[config.mk]
export PLATFORM = sky130hd
export DESIGN_NAME = servo_command_encoder_core
export DESIGN_NICKNAME = d
export VERILOG_FILES = /design/src/sce_pkg.sv /design/src/servo_command_encoder_core.sv /design/src/sce_pipe.sv /design/src/sce_ser.sv
export SDC_FILE = /design/constraint.sdc
export NUM_CORES = 2
export LEC_CHECK = 0
export ABC_AREA = 1
export BUFFER_PORTS_ARGS = -buffer_cell sky130_fd_sc_hd__buf_2
export CAP_MARGIN = 20
export CORE_MARGIN = 1
export CORE_UTILIZATION = 50
export CTS_CLUSTER_DIAMETER = 60
export DETAILED_ROUTE_END_ITERATION = 7
export PLACE_DENSITY_LB_ADDON = 0.25
export SETUP_SLACK_MARGIN = 0.3
export SYNTH_ARGS = -nofsm -noshare
export SYNTH_HDL_FRONTEND = slang
export SYNTH_HIERARCHICAL = 1
export SYNTH_SLANG_ARGS = --single-unit
[constraint.sdc]
create_clock -name clk_i -period 6.15 [get_ports clk_i]
set_input_delay 0.3075 -clock clk_i [delete_from_list [all_inputs] [get_ports clk_i]]
set_output_delay 0.3075 -clock clk_i [all_outputs]
set_load 0.005 [all_outputs]
[src/sce_pkg.sv]
// sce_pkg: shared constants, item types and decimal conversion helpers for
// the servo command encoder. No dependencies.
`default_nettype none
package sce_pkg;

  // block configuration defaults
  localparam int NUM_SERVOS_DEF     = 6;
  localparam int REVERSED_SERVO_DEF = 3;
  localparam int NUM_REGS           = 6;
  localparam int ID_W               = 3;
  localparam int ADDR_W             = 5;
  localparam int REV_RESET_IDX      = 3;

  localparam logic [31:0] LIM_DEFAULT   = 32'h00B4_0000;
  localparam logic [31:0] LIM_REV_RESET = 32'h0000_00B4;

  // pulse mapping
  localparam logic [11:0] PULSE_MIN  = 12'd500;
  localparam logic [26:0] PULSE_SPAN = 27'd2000;
  localparam int QW    = 11;
  localparam int NDIV  = (QW + 1) / 2;
  localparam int TSTEP = 3;
  localparam int TBITS = 16;

  // ascii codes
  localparam logic [7:0] CH_HASH = 8'h23;
  localparam logic [7:0] CH_P    = 8'h50;
  localparam logic [7:0] CH_T    = 8'h54;
  localparam logic [7:0] CH_S    = 8'h53;
  localparam logic [7:0] CH_O    = 8'h4F;
  localparam logic [7:0] CH_SP   = 8'h20;
  localparam logic [7:0] CH_CR   = 8'h0D;
  localparam logic [7:0] CH_LF   = 8'h0A;
  localparam logic [7:0] CH_ZERO = 8'h30;

  typedef struct packed {
    logic            op;
    logic            bad;
    logic [ID_W-1:0] id;
  } sce_ctl_t;

  typedef struct packed {
    sce_ctl_t    ctl;
    logic [15:0] pbcd;
    logic [2:0]  pnd;
    logic [19:0] tbcd;
    logic [2:0]  tnd;
  } sce_item_t;

  // one double-dabble step on five bcd digits over a 16-bit binary value
  function automatic logic [35:0] tdd_step(input logic [35:0] s);
    logic [35:0] r;
    r = s;
    for (int i = 0; i < 5; i++) begin
      if (r[16+4*i +: 4] >= 4'd5) r[16+4*i +: 4] = r[16+4*i +: 4] + 4'd3;
    end
    return {r[34:0], 1'b0};
  endfunction

  // one double-dabble step on four bcd digits over a 12-bit binary value
  function automatic logic [27:0] pdd_step(input logic [27:0] s);
    logic [27:0] r;
    r = s;
    for (int i = 0; i < 4; i++) begin
      if (r[12+4*i +: 4] >= 4'd5) r[12+4*i +: 4] = r[12+4*i +: 4] + 4'd3;
    end
    return {r[26:0], 1'b0};
  endfunction

endpackage
`default_nettype wire

[src/servo_command_encoder_core.sv]
// servo_command_encoder_core: top level with limit registers, arithmetic
// pipeline and character serializer. Depends on sce_pkg, sce_pipe, sce_ser.
//
// Usage: a request transaction on the in channel (opcode, servo_index,
// target_angle, move_time) produces a run of character transactions on the
// out channel; last_byte_o marks the final character of each command.
// A move emits "#<id>P<pulse>T<time>" CR LF, a stop emits "STOP <n>" CR for
// every channel, an out-of-range id emits one zero character with
// bad_servo_o set. Limits are written over the APB port at 4*index.
// Path: an accepted request passes the ten-stage arithmetic pipeline (clamp,
// multiply, six divider stages of up to two quotient bits, two bcd stages),
// then the serializer's command and output registers, before its first
// character is presented.
// Throughput: one character per cycle while the receiver is ready; a command
// has 1 to 7*NUM_SERVOS characters. New requests enter the pipeline every
// cycle while earlier ones are printed, until the pipeline backs up.
// Reset clears all valid state and loads the limit defaults. When the
// receiver stalls, the output register holds its character and the stall
// backs up through the pipeline without loss.
`default_nettype none
module servo_command_encoder_core #(
  parameter int NUM_SERVOS     = sce_pkg::NUM_SERVOS_DEF,
  parameter int REVERSED_SERVO = sce_pkg::REVERSED_SERVO_DEF
) (
  input  wire                              clk_i,
  input  wire                              rst_ni,
  input  wire                              psel,
  input  wire                              penable,
  input  wire                              pwrite,
  input  wire logic [sce_pkg::ADDR_W-1:0]  paddr,
  input  wire logic [31:0]                 pwdata,
  output logic [31:0]                      prdata,
  output logic                             pready,
  input  wire                              in_valid_i,
  output logic                             in_ready_o,
  input  wire                              opcode_i,
  input  wire logic [15:0]                 servo_index_i,
  input  wire logic signed [15:0]          target_angle_i,
  input  wire logic [15:0]                 move_time_i,
  output logic                             out_valid_o,
  input  wire                              out_ready_i,
  output logic [7:0]                       tx_byte_o,
  output logic                             last_byte_o,
  output logic                             bad_servo_o
);

  logic [31:0] lim_q [sce_pkg::NUM_REGS];
  logic [2:0]  ridx;

  assign pready = 1'b1;
  assign ridx   = paddr[4:2];

  // limit registers
  always_ff @(posedge clk_i or negedge rst_ni) begin
    if (!rst_ni) begin
      for (int i = 0; i < sce_pkg::NUM_REGS; i++) begin
        lim_q[i] <= (i == sce_pkg::REV_RESET_IDX) ? sce_pkg::LIM_REV_RESET
                                                  : sce_pkg::LIM_DEFAULT;
      end
    end else if (psel && penable && pwrite && pready &&
                 (ridx < 3'(sce_pkg::NUM_REGS))) begin
      lim_q[ridx] <= pwdata;
    end
  end

  // register read back
  always_comb begin
    prdata = 32'h0;
    if (ridx < 3'(sce_pkg::NUM_REGS)) prdata = lim_q[ridx];
  end

  // limits of the addressed servo
  logic [sce_pkg::ID_W-1:0] id;
  logic [31:0]              lim;
  sce_pkg::sce_ctl_t        ctl;
  always_comb begin
    id  = servo_index_i[sce_pkg::ID_W-1:0];
    lim = sce_pkg::LIM_DEFAULT;
    if (id < 3'(sce_pkg::NUM_REGS)) lim = lim_q[id];
    ctl.op  = opcode_i;
    ctl.bad = !opcode_i && (servo_index_i >= 16'(NUM_SERVOS));
    ctl.id  = id;
  end

  logic               p_valid, p_ready;
  sce_pkg::sce_item_t p_item;

  sce_pipe #(
    .REVERSED_SERVO(REVERSED_SERVO)
  ) u_pipe (
    .clk_i       (clk_i),
    .rst_ni      (rst_ni),
    .in_valid_i  (in_valid_i),
    .in_ready_o  (in_ready_o),
    .in_ctl_i    (ctl),
    .angle_i     (target_angle_i),
    .time_i      (move_time_i),
    .lim_i       (lim),
    .out_valid_o (p_valid),
    .out_ready_i (p_ready),
    .out_item_o  (p_item)
  );

  sce_ser #(
    .NUM_SERVOS(NUM_SERVOS)
  ) u_ser (
    .clk_i       (clk_i),
    .rst_ni      (rst_ni),
    .in_valid_i  (p_valid),
    .in_ready_o  (p_ready),
    .item_i      (p_item),
    .out_valid_o (out_valid_o),
    .out_ready_i (out_ready_i),
    .tx_byte_o   (tx_byte_o),
    .last_byte_o (last_byte_o),
    .bad_servo_o (bad_servo_o)
  );

endmodule
`default_nettype wire

[src/sce_pipe.sv]
// sce_pipe: clamp, scale, restoring divide and bcd conversion pipeline.
// Depends on sce_pkg.
`default_nettype none
module sce_pipe #(
  parameter int REVERSED_SERVO = sce_pkg::REVERSED_SERVO_DEF
) (
  input  wire                        clk_i,
  input  wire                        rst_ni,
  input  wire                        in_valid_i,
  output logic                       in_ready_o,
  input  wire sce_pkg::sce_ctl_t     in_ctl_i,
  input  wire logic signed [15:0]    angle_i,
  input  wire logic [15:0]           time_i,
  input  wire logic [31:0]           lim_i,
  output logic                       out_valid_o,
  input  wire                        out_ready_i,
  output sce_pkg::sce_item_t         out_item_o
);

  localparam int ND = sce_pkg::NDIV;
  localparam logic [sce_pkg::ID_W-1:0] ID_REV = sce_pkg::ID_W'(REVERSED_SERVO);

  // stage a: clamped difference and span
  logic                va_q;
  sce_pkg::sce_ctl_t   ca_q;
  logic signed [16:0]  diff_q, span_q;
  logic [15:0]         ta_q;

  // stage b is index 0, divider stages are 1..ND
  logic              v_q [ND+1];
  sce_pkg::sce_ctl_t c_q [ND+1];
  logic              z_q [ND+1];
  logic [26:0]       r_q [ND+1];
  logic [15:0]       d_q [ND+1];
  logic [10:0]       q_q [ND+1];
  logic [35:0]       t_q [ND+1];

  // pulse conversion stages
  logic              vp0_q, vp1_q;
  sce_pkg::sce_ctl_t cp0_q;
  logic [27:0]       pp0_q;
  logic [19:0]       tp0_q;
  sce_pkg::sce_item_t item_q;

  logic       rdy_a;
  logic       rdy [ND+1];
  logic       rdy_p0, rdy_p1;

  // ready chain from the output back
  always_comb begin
    rdy_p1 = !vp1_q | out_ready_i;
    rdy_p0 = !vp0_q | rdy_p1;
    rdy[ND] = !v_q[ND] | rdy_p0;
    for (int k = ND - 1; k >= 0; k--) begin
      rdy[k] = !v_q[k] | rdy[k+1];
    end
    rdy_a = !va_q | rdy[0];
  end

  assign in_ready_o = rdy_a;

  // clamp to the servo limits
  logic signed [15:0] lf, ls, lx;
  logic               rev;
  always_comb begin
    lf  = signed'(lim_i[15:0]);
    ls  = signed'(lim_i[31:16]);
    lx  = angle_i;
    rev = (in_ctl_i.id == ID_REV);
    if (rev) begin
      if (lf < lx) lx = lf;
      else if (ls > lx) lx = ls;
    end else begin
      if (lf > lx) lx = lf;
      else if (ls < lx) lx = ls;
    end
  end

  always_ff @(posedge clk_i or negedge rst_ni) begin
    if (!rst_ni) begin
      va_q <= 1'b0;
    end else if (rdy_a) begin
      va_q <= in_valid_i;
    end
  end

  always_ff @(posedge clk_i) begin
    if (rdy_a && in_valid_i) begin
      ca_q   <= in_ctl_i;
      diff_q <= {lx[15], lx} - {lf[15], lf};
      span_q <= {ls[15], ls} - {lf[15], lf};
      ta_q   <= time_i;
    end
  end

  // stage b: magnitudes and numerator product
  logic [16:0] ad_full, as_full;
  logic [26:0] num;
  always_comb begin
    ad_full = diff_q[16] ? 17'(-diff_q) : 17'(diff_q);
    as_full = span_q[16] ? 17'(-span_q) : 17'(span_q);
    num     = 27'(ad_full[15:0]) * sce_pkg::PULSE_SPAN;
  end

  always_ff @(posedge clk_i or negedge rst_ni) begin
    if (!rst_ni) begin
      v_q[0] <= 1'b0;
    end else if (rdy[0]) begin
      v_q[0] <= va_q;
    end
  end

  always_ff @(posedge clk_i) begin
    if (rdy[0] && va_q) begin
      c_q[0] <= ca_q;
      z_q[0] <= (span_q == 17'sd0);
      r_q[0] <= num;
      d_q[0] <= as_full[15:0];
      q_q[0] <= '0;
      t_q[0] <= {20'b0, ta_q};
    end
  end

  // divider stages: up to two quotient bits and up to three time bcd steps each
  logic [26:0] rn [ND];
  logic [10:0] qn [ND];
  logic [35:0] tn [ND];
  always_comb begin
    logic [26:0] r;
    logic [26:0] sh;
    logic [10:0] q;
    logic [35:0] t;
    int          kb;
    for (int j = 0; j < ND; j++) begin
      r = r_q[j];
      q = q_q[j];
      t = t_q[j];
      for (int s = 0; s < 2; s++) begin
        kb = sce_pkg::QW - 1 - 2 * j - s;
        if (kb >= 0) begin
          sh = {11'b0, d_q[j]} << kb;
          if (r >= sh) begin
            r     = r - sh;
            q[kb] = 1'b1;
          end
        end
      end
      for (int s = 0; s < sce_pkg::TSTEP; s++) begin
        if (sce_pkg::TSTEP * j + s < sce_pkg::TBITS) t = sce_pkg::tdd_step(t);
      end
      rn[j] = r;
      qn[j] = q;
      tn[j] = t;
    end
  end

  for (genvar j = 0; j < ND; j++) begin : g_div
    always_ff @(posedge clk_i or negedge rst_ni) begin
      if (!rst_ni) begin
        v_q[j+1] <= 1'b0;
      end else if (rdy[j+1]) begin
        v_q[j+1] <= v_q[j];
      end
    end

    always_ff @(posedge clk_i) begin
      if (rdy[j+1] && v_q[j]) begin
        c_q[j+1] <= c_q[j];
        z_q[j+1] <= z_q[j];
        r_q[j+1] <= rn[j];
        d_q[j+1] <= d_q[j];
        q_q[j+1] <= qn[j];
        t_q[j+1] <= tn[j];
      end
    end
  end

  // pulse offset and the two halves of its bcd conversion
  logic [11:0] pulse;
  logic [27:0] p0n, p1n;
  always_comb begin
    pulse = z_q[ND] ? sce_pkg::PULSE_MIN : ({1'b0, q_q[ND]} + sce_pkg::PULSE_MIN);
    p0n   = {16'b0, pulse};
    for (int s = 0; s < 6; s++) p0n = sce_pkg::pdd_step(p0n);
    p1n = pp0_q;
    for (int s = 0; s < 6; s++) p1n = sce_pkg::pdd_step(p1n);
  end

  always_ff @(posedge clk_i or negedge rst_ni) begin
    if (!rst_ni) begin
      vp0_q <= 1'b0;
      vp1_q <= 1'b0;
    end else begin
      if (rdy_p0) vp0_q <= v_q[ND];
      if (rdy_p1) vp1_q <= vp0_q;
    end
  end

  // digit counts for unpadded printing
  logic [2:0] tnd;
  always_comb begin
    if (tp0_q[19:16] != 4'd0) tnd = 3'd5;
    else if (tp0_q[15:12] != 4'd0) tnd = 3'd4;
    else if (tp0_q[11:8] != 4'd0) tnd = 3'd3;
    else if (tp0_q[7:4] != 4'd0) tnd = 3'd2;
    else tnd = 3'd1;
  end

  always_ff @(posedge clk_i) begin
    if (rdy_p0 && v_q[ND]) begin
      cp0_q <= c_q[ND];
      pp0_q <= p0n;
      tp0_q <= t_q[ND][35:16];
    end
    if (rdy_p1 && vp0_q) begin
      item_q.ctl  <= cp0_q;
      item_q.pbcd <= p1n[27:12];
      item_q.pnd  <= (p1n[27:24] != 4'd0) ? 3'd4 : 3'd3;
      item_q.tbcd <= tp0_q;
      item_q.tnd  <= tnd;
    end
  end

  assign out_valid_o = vp1_q;
  assign out_item_o  = item_q;

endmodule
`default_nettype wire

[src/sce_ser.sv]
// sce_ser: walks one formatted command and emits its ascii characters
// through an output register. Depends on sce_pkg.
`default_nettype none
module sce_ser #(
  parameter int NUM_SERVOS = sce_pkg::NUM_SERVOS_DEF
) (
  input  wire                      clk_i,
  input  wire                      rst_ni,
  input  wire                      in_valid_i,
  output logic                     in_ready_o,
  input  wire sce_pkg::sce_item_t  item_i,
  output logic                     out_valid_o,
  input  wire                      out_ready_i,
  output logic [7:0]               tx_byte_o,
  output logic                     last_byte_o,
  output logic                     bad_servo_o
);

  localparam logic [3:0] ST_BAD  = 4'd0;
  localparam logic [3:0] ST_HASH = 4'd1;
  localparam logic [3:0] ST_ID   = 4'd2;
  localparam logic [3:0] ST_P    = 4'd3;
  localparam logic [3:0] ST_PUL  = 4'd4;
  localparam logic [3:0] ST_T    = 4'd5;
  localparam logic [3:0] ST_TIM  = 4'd6;
  localparam logic [3:0] ST_CR   = 4'd7;
  localparam logic [3:0] ST_LF   = 4'd8;
  localparam logic [3:0] ST_STOP = 4'd9;

  localparam logic [sce_pkg::ID_W-1:0] LAST_CH = sce_pkg::ID_W'(NUM_SERVOS - 1);

  sce_pkg::sce_item_t itm_q;
  logic               busy_q;
  logic [3:0]         st_q, st_d;
  logic [2:0]         dig_q, dig_d;
  logic [sce_pkg::ID_W-1:0] chan_q, chan_d;
  logic               ov_q, last_q, bad_q;
  logic [7:0]         tx_q;

  logic       adv, load;
  logic [7:0] cur_byte;
  logic       cur_last, cur_bad;
  logic [3:0] pdig, tdig;

  assign adv  = busy_q & (!ov_q | out_ready_i);
  assign pdig = itm_q.pbcd[{dig_q[1:0], 2'b00} +: 4];
  assign tdig = itm_q.tbcd[{dig_q, 2'b00} +: 4];

  // character and next position
  always_comb begin
    cur_byte = 8'h00;
    cur_last = 1'b0;
    cur_bad  = 1'b0;
    st_d     = st_q;
    dig_d    = dig_q;
    chan_d   = chan_q;
    case (st_q)
      ST_BAD: begin
        cur_last = 1'b1;
        cur_bad  = 1'b1;
      end
      ST_HASH: begin
        cur_byte = sce_pkg::CH_HASH;
        st_d     = ST_ID;
      end
      ST_ID: begin
        cur_byte = sce_pkg::CH_ZERO | 8'(itm_q.ctl.id);
        st_d     = ST_P;
      end
      ST_P: begin
        cur_byte = sce_pkg::CH_P;
        st_d     = ST_PUL;
        dig_d    = itm_q.pnd - 3'd1;
      end
      ST_PUL: begin
        cur_byte = sce_pkg::CH_ZERO | {4'b0, pdig};
        if (dig_q == 3'd0) st_d = ST_T;
        else dig_d = dig_q - 3'd1;
      end
      ST_T: begin
        cur_byte = sce_pkg::CH_T;
        st_d     = ST_TIM;
        dig_d    = itm_q.tnd - 3'd1;
      end
      ST_TIM: begin
        cur_byte = sce_pkg::CH_ZERO | {4'b0, tdig};
        if (dig_q == 3'd0) st_d = ST_CR;
        else dig_d = dig_q - 3'd1;
      end
      ST_CR: begin
        cur_byte = sce_pkg::CH_CR;
        if (!itm_q.ctl.op) begin
          st_d = ST_LF;
        end else begin
          cur_last = (chan_q == LAST_CH);
          st_d     = ST_STOP;
          dig_d    = 3'd0;
          chan_d   = chan_q + 1'b1;
        end
      end
      ST_LF: begin
        cur_byte = sce_pkg::CH_LF;
        cur_last = 1'b1;
      end
      ST_STOP: begin
        case (dig_q)
          3'd0:    cur_byte = sce_pkg::CH_S;
          3'd1:    cur_byte = sce_pkg::CH_T;
          3'd2:    cur_byte = sce_pkg::CH_O;
          3'd3:    cur_byte = sce_pkg::CH_P;
          3'd4:    cur_byte = sce_pkg::CH_SP;
          default: cur_byte = sce_pkg::CH_ZERO | 8'(chan_q);
        endcase
        if (dig_q == 3'd5) st_d = ST_CR;
        else dig_d = dig_q + 3'd1;
      end
      default: begin
        cur_last = 1'b1;
      end
    endcase
  end

  assign in_ready_o = !busy_q | (adv & cur_last);
  assign load       = in_valid_i & in_ready_o;

  // sequencer control
  always_ff @(posedge clk_i or negedge rst_ni) begin
    if (!rst_ni) begin
      busy_q <= 1'b0;
      st_q   <= ST_BAD;
      dig_q  <= 3'd0;
      chan_q <= '0;
      ov_q   <= 1'b0;
    end else begin
      if (load) begin
        busy_q <= 1'b1;
        st_q   <= item_i.ctl.op ? ST_STOP : (item_i.ctl.bad ? ST_BAD : ST_HASH);
        dig_q  <= 3'd0;
        chan_q <= '0;
      end else if (adv) begin
        if (cur_last) busy_q <= 1'b0;
        st_q   <= st_d;
        dig_q  <= dig_d;
        chan_q <= chan_d;
      end
      if (adv) ov_q <= 1'b1;
      else if (out_ready_i) ov_q <= 1'b0;
    end
  end

  // item and output payload
  always_ff @(posedge clk_i) begin
    if (load) itm_q <= item_i;
    if (adv) begin
      tx_q   <= cur_byte;
      last_q <= cur_last;
      bad_q  <= cur_bad;
    end
  end

  assign out_valid_o = ov_q;
  assign tx_byte_o   = tx_q;
  assign last_byte_o = last_q;
  assign bad_servo_o = bad_q;

  // error transaction is a single zero character
  a_bad_last: assert property (@(posedge clk_i) disable iff (!rst_ni)
    ov_q && bad_q |-> last_q && tx_q == 8'h00)
    else $error("bad servo transaction not a lone zero character");

  // no new character without an item in progress
  a_idle_hold: assert property (@(posedge clk_i) disable iff (!rst_ni)
    !busy_q |=> !ov_q || $stable(tx_q))
    else $error("character emitted while idle");

  a_tim_dig: assert property (@(posedge clk_i) disable iff (!rst_ni)
    busy_q && st_q == ST_TIM |-> dig_q < 3'd5)
    else $error("time digit index out of range");

  a_pul_dig: assert property (@(posedge clk_i) disable iff (!rst_ni)
    busy_q && st_q == ST_PUL |-> dig_q < 3'd4)
    else $error("pulse digit index out of range");

endmodule
`default_nettype wire

### After elaboration in Yosys (flattened, before gate mapping)

Memory sizes are Yosys's and may differ from the RTL's. A register that Yosys moved wholly into a read port is not among the register bits.
Cells that the tools add are included.

* memories kept: 6
* register bits: 385
* input port bits: 93
* word-level logic and storage cells: 587
* memory bits (writable): 672
* output and inout port bits: 45

* bitwise gates (word level): 17
* add/subtract/negate cells: 125
* reduce and logical (&&, ||, !) cells: 50
* multipliers: 1
* order comparisons: 125
* shift-type cells: 2
* muxes and demuxes: 192
* eq/ne operators: 22

Memory list
* u_pipe.t_q: words 7, width 36, rd ports 7, clocked after Yosys merged registers in 1, wr ports 7, line sce_pipe.sv:36 `logic [35:0] t_q [ND+1];`
* u_pipe.r_q: words 7, width 27, rd ports 6, clocked after Yosys merged registers in 0, wr ports 7, line sce_pipe.sv:33 `logic [26:0] r_q [ND+1];`
* u_pipe.d_q: words 7, width 16, rd ports 6, clocked after Yosys merged registers in 0, wr ports 7, line sce_pipe.sv:34 `logic [15:0] d_q [ND+1];`
* u_pipe.q_q: words 7, width 11, rd ports 7, clocked after Yosys merged registers in 0, wr ports 7, line sce_pipe.sv:35 `logic [10:0] q_q [ND+1];`
* u_pipe.c_q: words 7, width 5, rd ports 7, clocked after Yosys merged registers in 1, wr ports 7, line sce_pipe.sv:31 `sce_pkg::sce_ctl_t c_q [ND+1];`
* u_pipe.z_q: words 7, width 1, rd ports 7, clocked after Yosys merged registers in 0, wr ports 7, line sce_pipe.sv:32 `logic z_q [ND+1];`

Operators by type and width (number)
* greater-or-equal comparator 4 x 3 -> 1 bit, second input constant: 100
* two-way mux 4 bit: 89
* adder 4 x 2 -> 4 bit, second input constant: 81
* two-way mux 27 bit: 11
* two-way mux 32 bit: 7
* binary-select mux 32 bit (select 3 bit): 2
* bitwise mux 192 bit: 1
* two-way mux 16 bit: 7
* demux 32 bit (select 3 bit): 1
* two-way mux 3 bit: 31
* one-hot mux 8 bit (9 select lines): 1
* adder 3 x 2 -> 3 bit, second input constant: 19
* two-way mux 1 bit: 35
* one-hot mux 7 bit (5 select lines): 1
* subtractor 16 x 16 -> 17 bit: 2
* > comparator 16 bit: 2
* < comparator 16 bit: 2
* negator 16 bit: 2
* one-hot mux 4 bit (8 select lines): 1
* greater-or-equal comparator 27 x 16 -> 1 bit: 1
* greater-or-equal comparator 27 x 17 -> 1 bit: 1
* greater-or-equal comparator 27 x 18 -> 1 bit: 1
* greater-or-equal comparator 27 x 19 -> 1 bit: 1
* greater-or-equal comparator 27 x 20 -> 1 bit: 1
* other kinds (61): 134

### Longest topological paths before layout

* word-level depth: 17
* mapped depth: 44
* gate-level depth less buffers: 40

### Modules after synthesis

Netlist, hierarchy kept.

Modules (own cells, without submodules)
* sce_pipe: times used 1, seq. area each 17817.1 um^2, area an instance 40521.4 um^2, cells each 4339
* servo_command_encoder_core: times used 1, seq. area each 4834.6 um^2, area an instance 10701.5 um^2, cells each 1558
* sce_ser: times used 1, seq. area each 1951.9 um^2, area an instance 3194.3 um^2, cells each 307

### Worst setup path before layout

Ideal clock, no wire load.

* kind: register to register
* from: register u_pipe.diff_q[0]
* to: memory u_pipe.r_q[0][25], data pin
* path slack: 0.444 ns
* period minus slack after synthesis: 5.706 ns
* data arrival time: 5.444 ns
* cell stages (with the launch flop): 31
* buffers on the path: 0
* setup time: 0.262 ns
* data required time: 5.888 ns
* path through: edfxtp_1 inv_1 ha_1 inv_1 nor3_1 inv_1 nor3_1 inv_1 nand2_1 xor2_1 inv_1 fa_1 fa_1 inv_1 fa_1 inv_1 fa_1 inv_1 ha_1 a21oi_1 nand2_1 nand2_1 nand2_1 a21oi_1 o21ai_0 a21boi_0 o21ai_0 nand2_1 nand2_1 a21oi_1 xor2_1

RTL lines
* from (decl): line sce_pipe.sv:26 `logic signed [16:0] diff_q, span_q;`
* from (signal assigned): line sce_pipe.sv:90 `diff_q <= {lx[15], lx} - {lf[15], lf};`
* to (decl): line sce_pipe.sv:33

==> run metrics <==
outcome finished, final reports clean; Die W 332 um; HPWL after detailed placement 91.1 mm; syn_nets 6,760; critical-path cell with the highest stage delay fa_1; Max-Cap Viols 0; CP Buf/Inv Count 8; Top FF cell, synth edfxtp_1; post-synthesis sequential area ratio 45.2%; final worst setup slack 627 ps; final net count 6,973; RSZ-0062 raised after global routing true; Cell Rows 120; placed cell count 7,665; post-route insts no fill 7,907; CTS Buf Count 97; Clk Latency, worst-skew pair 690 ps; fin crit share 89.8%; via count 41,900; Tightest Pin Transition 965 ps; Final ANT Viol Nets 0; wire per inst 15.8 um; H-tree levels 3; #FFs+latches synth 854; DR iter-0 viols 2,958; DR DRC count 0; # port buffers 133; critical path type reg -> reg; routed wire length 125 mm; root buffer cell clkbuf_16; Post-synth EDFFs 640; Vert. Die Dim 332 um; Synth cell types 83; most frequent cells in the layout 1,468 x nand2_1, 839 x inv_1, 640 x edfxtp_1, 451 x o21ai_0, 394 x ha_1; Syn Area/Cell 8.77 sq um; FMAX 181 MHz; crit start category flip-flop; crit path max fanout 5; number of setup violations in the final report 0; CTS max path bufs 3; GRT Resource Usage Total 22.5%; Syn Inst Count 6,204; accumulated negative setup slack 0 ps; max incr delay on CP 540 ps; RePlAce Congestion 0.954; most frequent CP cell inv_1; number of iterations in the first detailed-routing pass 6; pre-CTS setup slack 228 ps; Finished Core Util 56.7%; reg2reg start u_pipe/diff_q[1]; total grt overflow 0; async set-reset flop share out of synthesis 25.1%; Starting Density 50.6%; final clock skew 31.4 ps; Worst EP required 6560 ps; Worst Reg-to-Reg Cells 30; TritonCTS Sinks 854; worst relative slew slack 35.7%; HP Class in -> async; die area 110,000 sq um; Final min period 5520 ps; most common cell after layout, fill and taps aside nand2_1; antenna violations before repair 5; largest net degree at the start of global routing 161; global-route wire length before repair 203 mm; reg-to-reg slack, setup 630 ps; cell family with most CP delay adder cells; nature of the critical path endpoint flip-flop; reg-to-reg endpoint u_pipe/r_q[0][25]; vias in the first global route 41,100; IO Pins 138; CP arrival 5940 ps; CTS clk-pin slew, worst paths 60 ps; layout cells sized above 1 9.98%; Warnings, synthesis 6; Final Hold Viols 0; core area 108,000 sq um; max-slew violation count 0; via/cell ratio 5.30; Post-Syn Area 54,400 sq um; area grow syn2layout 12.0%; CTS tree built
layout make-up:
type | count | area (sq um)
inverters | 877 | 3310
clock buffers | 123 | 2620
well taps | 1403 | 1760
fillers | 9396 | 46600
flip-flops and latches | 854 | 24600
clock inverters | 60 | 748
repair buffers | 281 | 2020
diodes | 3 | 7.51
multi-input cells | 4306 | 25900
routing by layer:
metal / wire length [um] / GRT usage [%]
met5: 0 / 0
met4: 4920 / 9.62
met3: 6100 / 2.97
met2: 60900 / 39.8
met1: 52600 / 27.5
worst max path at each step:
| stage | from | endpoint | slack (ps) | depth (start not counted) |
|---|---|---|---|---|
| after global placement | u_pipe/diff_q[1] | u_pipe/r_q[0][25] | 280 | 30 |
| after global routing | u_pipe/diff_q[1] | u_pipe/r_q[0][25] | 220 | 30 |
| after CTS | u_pipe/diff_q[1] | u_pipe/r_q[0][26] | 310 | 29 |
| final | u_pipe/diff_q[1] | u_pipe/r_q[0][25] | 630 | 30 |
| after detailed placement | u_pipe/diff_q[1] | u_pipe/r_q[0][26] | 230 | 29 |
| after floorplan | u_pipe/diff_q[0] | u_pipe/r_q[0][25] | 440 | 30 |
cell families (layout without fill, tap and decap cells):
logic type | after synthesis | after routing | synth area share, %
XOR/XNOR | 285 | 285 | 4.67
adder cells (fa/ha/maj) | 463 | 463 | 11.5
multiplexers | 6 | 6 | 0.113
flip-flops | 854 | 854 | 45.2
AO/OA/AOI/OAI | 1151 | 1151 | 11.8
AND/OR/NAND/NOR | 2398 | 2398 | 19.0
buffers and inverters | 1044 | 1341 | 7.59
other | 3 | 6 | 0.0207
per-stage QoR:
stage	area [sq um]	hold slack [ps]
after floorplan	54400	11.9
after global placement	56900	261
after detailed placement	56900	265
after CTS	60700	93.6
after global routing	61000	111
final	61000	143
synthesized netlist by cell type, types with 6 or more instances:
cell type / instances / area (sq um)
o21ai_1: 139 / 696
a211oi_1: 9 / 67.6
or2_2: 21 / 131
a31oi_1: 19 / 119
o21ai_0: 458 / 2290
dfstp_2: 24 / 631
inv_2: 22 / 82.6
nor4_1: 19 / 119
o31ai_1: 8 / 60.1
a21boi_0: 6 / 45.0
ha_1: 398 / 4980
clkbuf_1: 75 / 282
o21a_1: 7 / 52.6
o221ai_1: 6 / 52.6
xor2_1: 188 / 1650
nor3_1: 48 / 240
fa_1: 65 / 1300
buf_4: 15 / 113
buf_6: 8 / 90.1
dfrtp_1: 190 / 4750
a21oi_1: 333 / 1670
nand2_2: 44 / 275
nor3b_1: 6 / 45.0
o211ai_1: 22 / 165
nand3_2: 21 / 210
o21ai_2: 38 / 333
nand3b_1: 6 / 45.0
nor2_1: 277 / 1040
buf_2: 64 / 320
nand3_1: 348 / 1740
a21o_1: 14 / 105
inv_1: 851 / 3190
o21bai_1: 23 / 173
xnor2_1: 91 / 797
nor2_2: 7 / 43.8
nand4_1: 99 / 619
o22ai_1: 28 / 175
nor2_4: 9 / 101
edfxtp_1: 640 / 19200
nand2_1: 1470 / 5520
flip-flops by register name, indices dropped and copies added, names as in the netlist, 17 cells and up:
name,cells
u_pipe/d_q,96
u_pipe/q_q,41
u_ser/itm_q,46
lim_q,192
u_pipe/t_q,126
u_pipe/diff_q,17
u_pipe/out_item_o,45
u_pipe/tp0_q,20
u_pipe/r_q,142
u_pipe/c_q,35
u_pipe/span_q,17
what timing repair did:
action,in CTS,in global routing
endpoints found under the setup margin,2,64
hold buffers,52,0
gates resized for setup,3,45
buffers inserted,0,4
endpoints found under the hold margin,265,0
pin swaps,0,7
Power is left out: the tool's default activity adds up to more than one toggle a clock period on the data nets, which glitch-free logic cannot reach.
